$ cat config.mk
export PLATFORM = sky130hd
export DESIGN_NAME = gopd_ctrl
export DESIGN_NICKNAME = d
export VERILOG_FILES = /design/src/gopd_pkg.sv /design/src/gopd_ctrl.sv
export SDC_FILE = /design/constraint.sdc
export NUM_CORES = 1
export LEC_CHECK = 0
export ABC_AREA = 1
export BUFFER_PORTS_ARGS = -buffer_cell sky130_fd_sc_hd__buf_4
export CELL_PAD_IN_SITES_DETAIL_PLACEMENT = 0
export CELL_PAD_IN_SITES_GLOBAL_PLACEMENT = 1
export CORE_MARGIN = 8
export CORE_UTILIZATION = 32
export DETAILED_ROUTE_END_ITERATION = 6
export PLACE_DENSITY = 0.78
export SYNTH_ARGS = -nofsm -noshare
export SYNTH_HDL_FRONTEND = slang
export SYNTH_SLANG_ARGS = --single-unit
$ cat constraint.sdc
create_clock -name clk -period 3.2 [get_ports clk]
set_input_delay 0.16 -clock clk [delete_from_list [all_inputs] [get_ports clk]]
set_output_delay 0.16 -clock clk [all_outputs]
set_load 0.02 [all_outputs]
$ cat src/gopd_pkg.sv
// Package for the gait oscillator PD joint torque generator.
// Holds the item codes, the controller and datapath types and the sine table.
// It depends on nothing else; every other file of the block uses it.
package gopd_pkg;

	localparam int MAX_HELD_JOINTS = 16;
	localparam int HELD_IDX_W      = 4;
	localparam int SINE_DEPTH      = 256;
	localparam int SINE_IDX_W      = $clog2(SINE_DEPTH);
	localparam int ACC_W           = 60;
	localparam int CFG_IDX_W       = 3;
	localparam int CFG_DATA_W      = 31;

	typedef enum logic [1:0] {
		OP_TICK    = 2'd0,
		OP_CAPTURE = 2'd1,
		OP_DRIVE   = 2'd2
	} opcode_t;

	typedef enum logic [1:0] {
		GRP_A    = 2'd0,
		GRP_B    = 2'd1,
		GRP_HELD = 2'd2
	} group_t;

	typedef enum logic [CFG_IDX_W-1:0] {
		CFG_GAIN_P    = 3'd0,
		CFG_GAIN_DDT  = 3'd1,
		CFG_AMPLITUDE = 3'd2,
		CFG_PHASE_STEP = 3'd3,
		CFG_DEADBAND  = 3'd4
	} cfg_reg_t;

	typedef enum logic [2:0] {
		ST_IDLE,
		ST_FETCH,
		ST_STEP1,
		ST_STEP2,
		ST_STEP3,
		ST_FINISH,
		ST_ZERO
	} state_t;

	typedef enum logic [3:0] {
		DP_NOP,
		DP_TICK,
		DP_CAPTURE,
		DP_FETCH,
		DP_MV_PROD,
		DP_MV_DIFF,
		DP_MV_SCALE,
		DP_HD_DIFF,
		DP_HD_PTERM,
		DP_HD_DTERM,
		DP_FINISH,
		DP_ZERO
	} dp_op_t;

	typedef struct packed {
		logic   take_item;
		dp_op_t op;
	} dp_cmd_t;

	typedef struct packed {
		logic walk_active;
	} dp_status_t;

	typedef logic signed [15:0] sine_tab_t [SINE_DEPTH];

	function automatic logic held_in_range(input logic [HELD_IDX_W-1:0] idx);
		held_in_range = ({1'b0, idx} < (HELD_IDX_W+1)'(MAX_HELD_JOINTS));
	endfunction

	// Odd ninth-order polynomial for the sine of a 16-bit turn fraction, Q1.15.
	function automatic logic signed [15:0] poly_sine(input logic [15:0] ang);
		logic [1:0]  quad;
		logic [63:0] x;
		logic [63:0] t;
		logic [63:0] t2;
		logic [63:0] s;
		logic [63:0] r;
		quad = ang[15:14];
		x = {50'd0, ang[13:0]};
		if (quad[0]) begin
			x = 64'd16384 - x;
		end
		t  = x << 16;
		t2 = (t * t) >> 30;
		s  = 64'd172271;
		s  = 64'd5026994 - ((s * t2) >> 30);
		s  = 64'd85569306 - ((s * t2) >> 30);
		s  = 64'd693598669 - ((s * t2) >> 30);
		s  = 64'd1686629713 - ((s * t2) >> 30);
		r  = (s * t) >> 30;
		r  = (r + 64'd16384) >> 15;
		if (r > 64'd32767) begin
			r = 64'd32767;
		end
		poly_sine = quad[1] ? -$signed(r[15:0]) : $signed(r[15:0]);
	endfunction

	function automatic sine_tab_t build_sine_table();
		sine_tab_t tab;
		for (int i = 0; i < SINE_DEPTH; i++) begin
			tab[i] = poly_sine(16'(i << (16 - SINE_IDX_W)));
		end
		build_sine_table = tab;
	endfunction

	localparam sine_tab_t SINE_TABLE = build_sine_table();

endpackage

$ cat src/gopd_ctrl.sv
// Controller state machine of the gait oscillator PD joint torque generator.
// Sequences the datapath steps of a drive item and owns the handshake flags.
// Depends on gopd_pkg.
module gopd_ctrl (
	input  logic                  clk,
	input  logic                  arst_n,
	input  logic                  s_tvalid,
	output logic                  s_tready,
	input  logic [1:0]            opcode,
	input  logic [1:0]            joint_group,
	input  logic [gopd_pkg::HELD_IDX_W-1:0] held_index,
	output logic                  m_tvalid,
	input  logic                  m_tready,
	input  gopd_pkg::dp_status_t  status,
	output gopd_pkg::dp_cmd_t     cmd
);

	gopd_pkg::state_t state_q;
	gopd_pkg::state_t state_d;
	logic             held_q;
	logic             held_d;
	logic             m_tvalid_q;
	logic             out_free;
	logic             out_load;
	logic             mv_go;
	logic             hd_go;

	assign out_free = !m_tvalid_q || m_tready;
	assign mv_go = (joint_group == gopd_pkg::GRP_A || joint_group == gopd_pkg::GRP_B)
		&& status.walk_active;
	assign hd_go = (joint_group == gopd_pkg::GRP_HELD) && gopd_pkg::held_in_range(held_index);

	always_comb begin
		state_d = state_q;
		held_d  = held_q;
		case (state_q)
			gopd_pkg::ST_IDLE: begin
				if (s_tvalid && opcode == gopd_pkg::OP_DRIVE) begin
					if (mv_go) begin
						state_d = gopd_pkg::ST_FETCH;
						held_d  = 1'b0;
					end else if (hd_go) begin
						state_d = gopd_pkg::ST_FETCH;
						held_d  = 1'b1;
					end else begin
						state_d = gopd_pkg::ST_ZERO;
					end
				end
			end
			gopd_pkg::ST_FETCH: state_d = gopd_pkg::ST_STEP1;
			gopd_pkg::ST_STEP1: state_d = gopd_pkg::ST_STEP2;
			gopd_pkg::ST_STEP2: state_d = gopd_pkg::ST_STEP3;
			gopd_pkg::ST_STEP3: state_d = gopd_pkg::ST_FINISH;
			gopd_pkg::ST_FINISH, gopd_pkg::ST_ZERO: begin
				if (out_free) begin
					state_d = gopd_pkg::ST_IDLE;
				end
			end
			default: state_d = gopd_pkg::ST_IDLE;
		endcase
	end

	always_comb begin
		cmd.take_item = 1'b0;
		cmd.op        = gopd_pkg::DP_NOP;
		out_load      = 1'b0;
		case (state_q)
			gopd_pkg::ST_IDLE: begin
				cmd.take_item = s_tvalid;
				if (s_tvalid && opcode == gopd_pkg::OP_TICK) begin
					cmd.op = gopd_pkg::DP_TICK;
				end else if (s_tvalid && opcode == gopd_pkg::OP_CAPTURE) begin
					cmd.op = gopd_pkg::DP_CAPTURE;
				end
			end
			gopd_pkg::ST_FETCH: cmd.op = gopd_pkg::DP_FETCH;
			gopd_pkg::ST_STEP1: cmd.op = held_q ? gopd_pkg::DP_HD_DIFF : gopd_pkg::DP_MV_PROD;
			gopd_pkg::ST_STEP2: cmd.op = held_q ? gopd_pkg::DP_HD_PTERM : gopd_pkg::DP_MV_DIFF;
			gopd_pkg::ST_STEP3: cmd.op = held_q ? gopd_pkg::DP_HD_DTERM : gopd_pkg::DP_MV_SCALE;
			gopd_pkg::ST_FINISH: begin
				out_load = out_free;
				cmd.op   = out_free ? gopd_pkg::DP_FINISH : gopd_pkg::DP_NOP;
			end
			gopd_pkg::ST_ZERO: begin
				out_load = out_free;
				cmd.op   = out_free ? gopd_pkg::DP_ZERO : gopd_pkg::DP_NOP;
			end
			default: cmd.op = gopd_pkg::DP_NOP;
		endcase
	end

	assign s_tready = (state_q == gopd_pkg::ST_IDLE);
	assign m_tvalid = m_tvalid_q;

	always_ff @(posedge clk or negedge arst_n) begin
		if (!arst_n) begin
			state_q    <= gopd_pkg::ST_IDLE;
			held_q     <= 1'b0;
			m_tvalid_q <= 1'b0;
		end else begin
			state_q <= state_d;
			held_q  <= held_d;
			if (out_load) begin
				m_tvalid_q <= 1'b1;
			end else if (m_tready) begin
				m_tvalid_q <= 1'b0;
			end
		end
	end

endmodule

==> out/results.ini <==
[setup_path]
r2r_slack_ns=2.02
critPathMaxFanout=6
crit_path_cell_trace=inv_2, nand3_1, o21ai_1, inv_1, nand3_1, buf_4
critical_path.startpoint=state_q[2]$_DFFE_PN0P_
r2r_cells=7
startpoint_type=register
crit_arrival_ns=1.43
regToRegStartpoint=state_q[1]$_DFFE_PN0P_
critPathCaptureType=primary output
slowest_stage=dfrtp_1
required_ns=3.04
cp_slowest_stage_delay_ns=0.46
timing.critical_path.mode_cell=nand3_1
path_class=reg -> out
rr_endpoint=state_q[1]$_DFFE_PN0P_

[detailed_routing]
first_pass_iters=4
num_vias=540
drt_iter0_markers=10
wl_met2_um=584
route.top_layer_used=met4
met1_length_um=543
routed_via_density=4.58
wl_per_cell_um=10.1
wirelength_um=1190
drc_errors=0
wl_met3_um=44
detail-route-antenna-nets=0

[yosys]
ys_types=18
synth_area_leader_cell=dfrtp_1
yosys_register_bits=5
syn_area_um2=503
synth_nets=96
ys_seq_area_share_pct=24.9
syn_avg_cell_area_um2=6.06
yosys.area.top_type_share_pct=24.9
ys_top_cells_by_area=dfrtp_1 (25%), nand2_1 (17%), nand3_1 (11%)
syn_inst=83
ys_warn_count=0

[layout]
fin_area_um2=661
antenna_cells=0
multi_input_area_um2=297
final_common_cell=nand2_1
regArea_um2=125
final_util_pct=44.4
fin_nets=116
final_layout_size_suffix_gt1_share_pct=31.4
fill_cells=163
final_cell_mix=nand2_1 (23), buf_4 (15), inv_1 (14), nand3_1 (11), nor2_1 (7)
synthToLayoutAreaGrowth_pct=31.3

[floorplan]
fp.dieW_um=55.6
rows=14
die-area_mm2=0.00310
initial_core_util_pct=33.8
core_mm2=0.00149
pin_count=20
die_h_um=55.6

[clock_tree]
clkSinkCount=5
cts_root_buf=clkbuf_4
ctsLongestPathBuffers=2
cts_hold_buffers=1
cts_buffers=3
cts_resized=0
clk_pin_slew_worst_paths_ns=0.05
cts_setup_buffers=0
htree_levels=1
clk_latency_ns=0.24
cts_tree=done

[grt]
antenna_found_initial=0
grt_pass1_vias=506
grt.total_usage_pct=7.67
grt_max_degree=9
grt_overflow=0
grt_pass1_wl_um=2040

[timing]
post-route-period-util_pct=49.7
setup_viol=0
hold_viol_final=0
maxSlewViolCount=0
worst_slew_pin_slew_ns=0.315
rsz0062_at_grt=no
clock_skew_ns=0.0129
post-route-min-period_ns=1.59
fmax_mhz=629
fin_tns_setup_ns=0
slew-limit-headroom_pct=79.0

[status]
status=finished, final reports clean

[hold_path]
hold_class=in -> reg
hold_path_depth=3
min-delay-start=joint_group[1]
min_to=held_q$_DFFE_PN0P_

[placement]
routabilityCongestion=0.745
io_buffers=15
hpwlAfterDp_um=988
place_area_um2=624

[power]
vdd_drop_max_uv=323
leakage_nw=0.386
powerDensity_mw_per_mm2=1040

[flow_run]
max-cap-violations=0

==> cell usage after synthesis (all sizes together) <==
library cell,number
dfrtp,5
nand3,13
nand2,29
o211ai,1
nor2,10
o21ai,5
a21oi,1
inv,17
clkinv,1
buf,1
==> how the worst max path moves through the flow <==
stage / endpoint / slack [ns] / depth (start not counted)
3_5_place_dp: cmd[1] / 1.85 / 6
4_1_cts: cmd[1] / 1.60 / 6
5_1_grt: cmd[1] / 1.48 / 6
2_1_floorplan: cmd[1] / 1.81 / 6
6_report: cmd[1] / 1.61 / 6
3_3_place_gp: cmd[1] / 1.85 / 6
==> cells by family (layout without fill, tap and decap cells) <==
family	after synthesis	in the layout	synth area share (%)
simple gates	52	52	51.5
compound gates	7	7	7.46
flops	5	5	24.9
buf+inv	19	38	16.2
==> power breakdown <==
part	leakage [nW]	internal [W]	switching, W
Combinational	0.309	0.000184	0.000285
Sequential	0.0623	0.0000935	0.0000542
Clock	0.0150	0.0000472	0.0000266
Total	0.386	0.000324	0.000366
==> sequential cells by signal, indices dropped and copies added (netlist names) <==
| signal | cells |
|---|---|
| m_tvalid | 1 |
| state_q | 3 |
| held_q | 1 |
==> routing by layer <==
layer | GRT usage [%] | up-vias
met5 | 0 | -
met3 | 1.83 | 2
met4 | 4.23 | 0
li1 | - | 292
met1 | 8.90 | 236
met2 | 12.5 | 10
==> final cells by class <==
cell class,count,area share (%)
multi-input cells,59,44.9
repair buffers,16,18.6
inverters,18,10.6
flip-flops and latches,5,18.9
clock buffers,4,3.98
well taps,16,3.03
==> metrics by stage <==
stage          instances  hold WS [ns]  total power (W)  worst slack (ns)
2_1_floorplan         83        -0.136         0.000481              1.81
3_3_place_gp         113       -0.0337         0.000623              1.85
3_5_place_dp         113       -0.0320         0.000622              1.85
4_1_cts              118         0.208         0.000697              1.60
5_1_grt              118         0.213         0.000761              1.48
6_report             118         0.196         0.000690              1.61
==> worst max-delay path, delay by kind of cell (launching register included) <==
| kind | cells | cell delay, ns |
|---|---|---|
| flops | 1 | 0.46 |
| buf+inv | 3 | 0.36 |
| simple gates | 2 | 0.19 |
| compound gates | 1 | 0.17 |
Power figures use the tool's default switching activity.
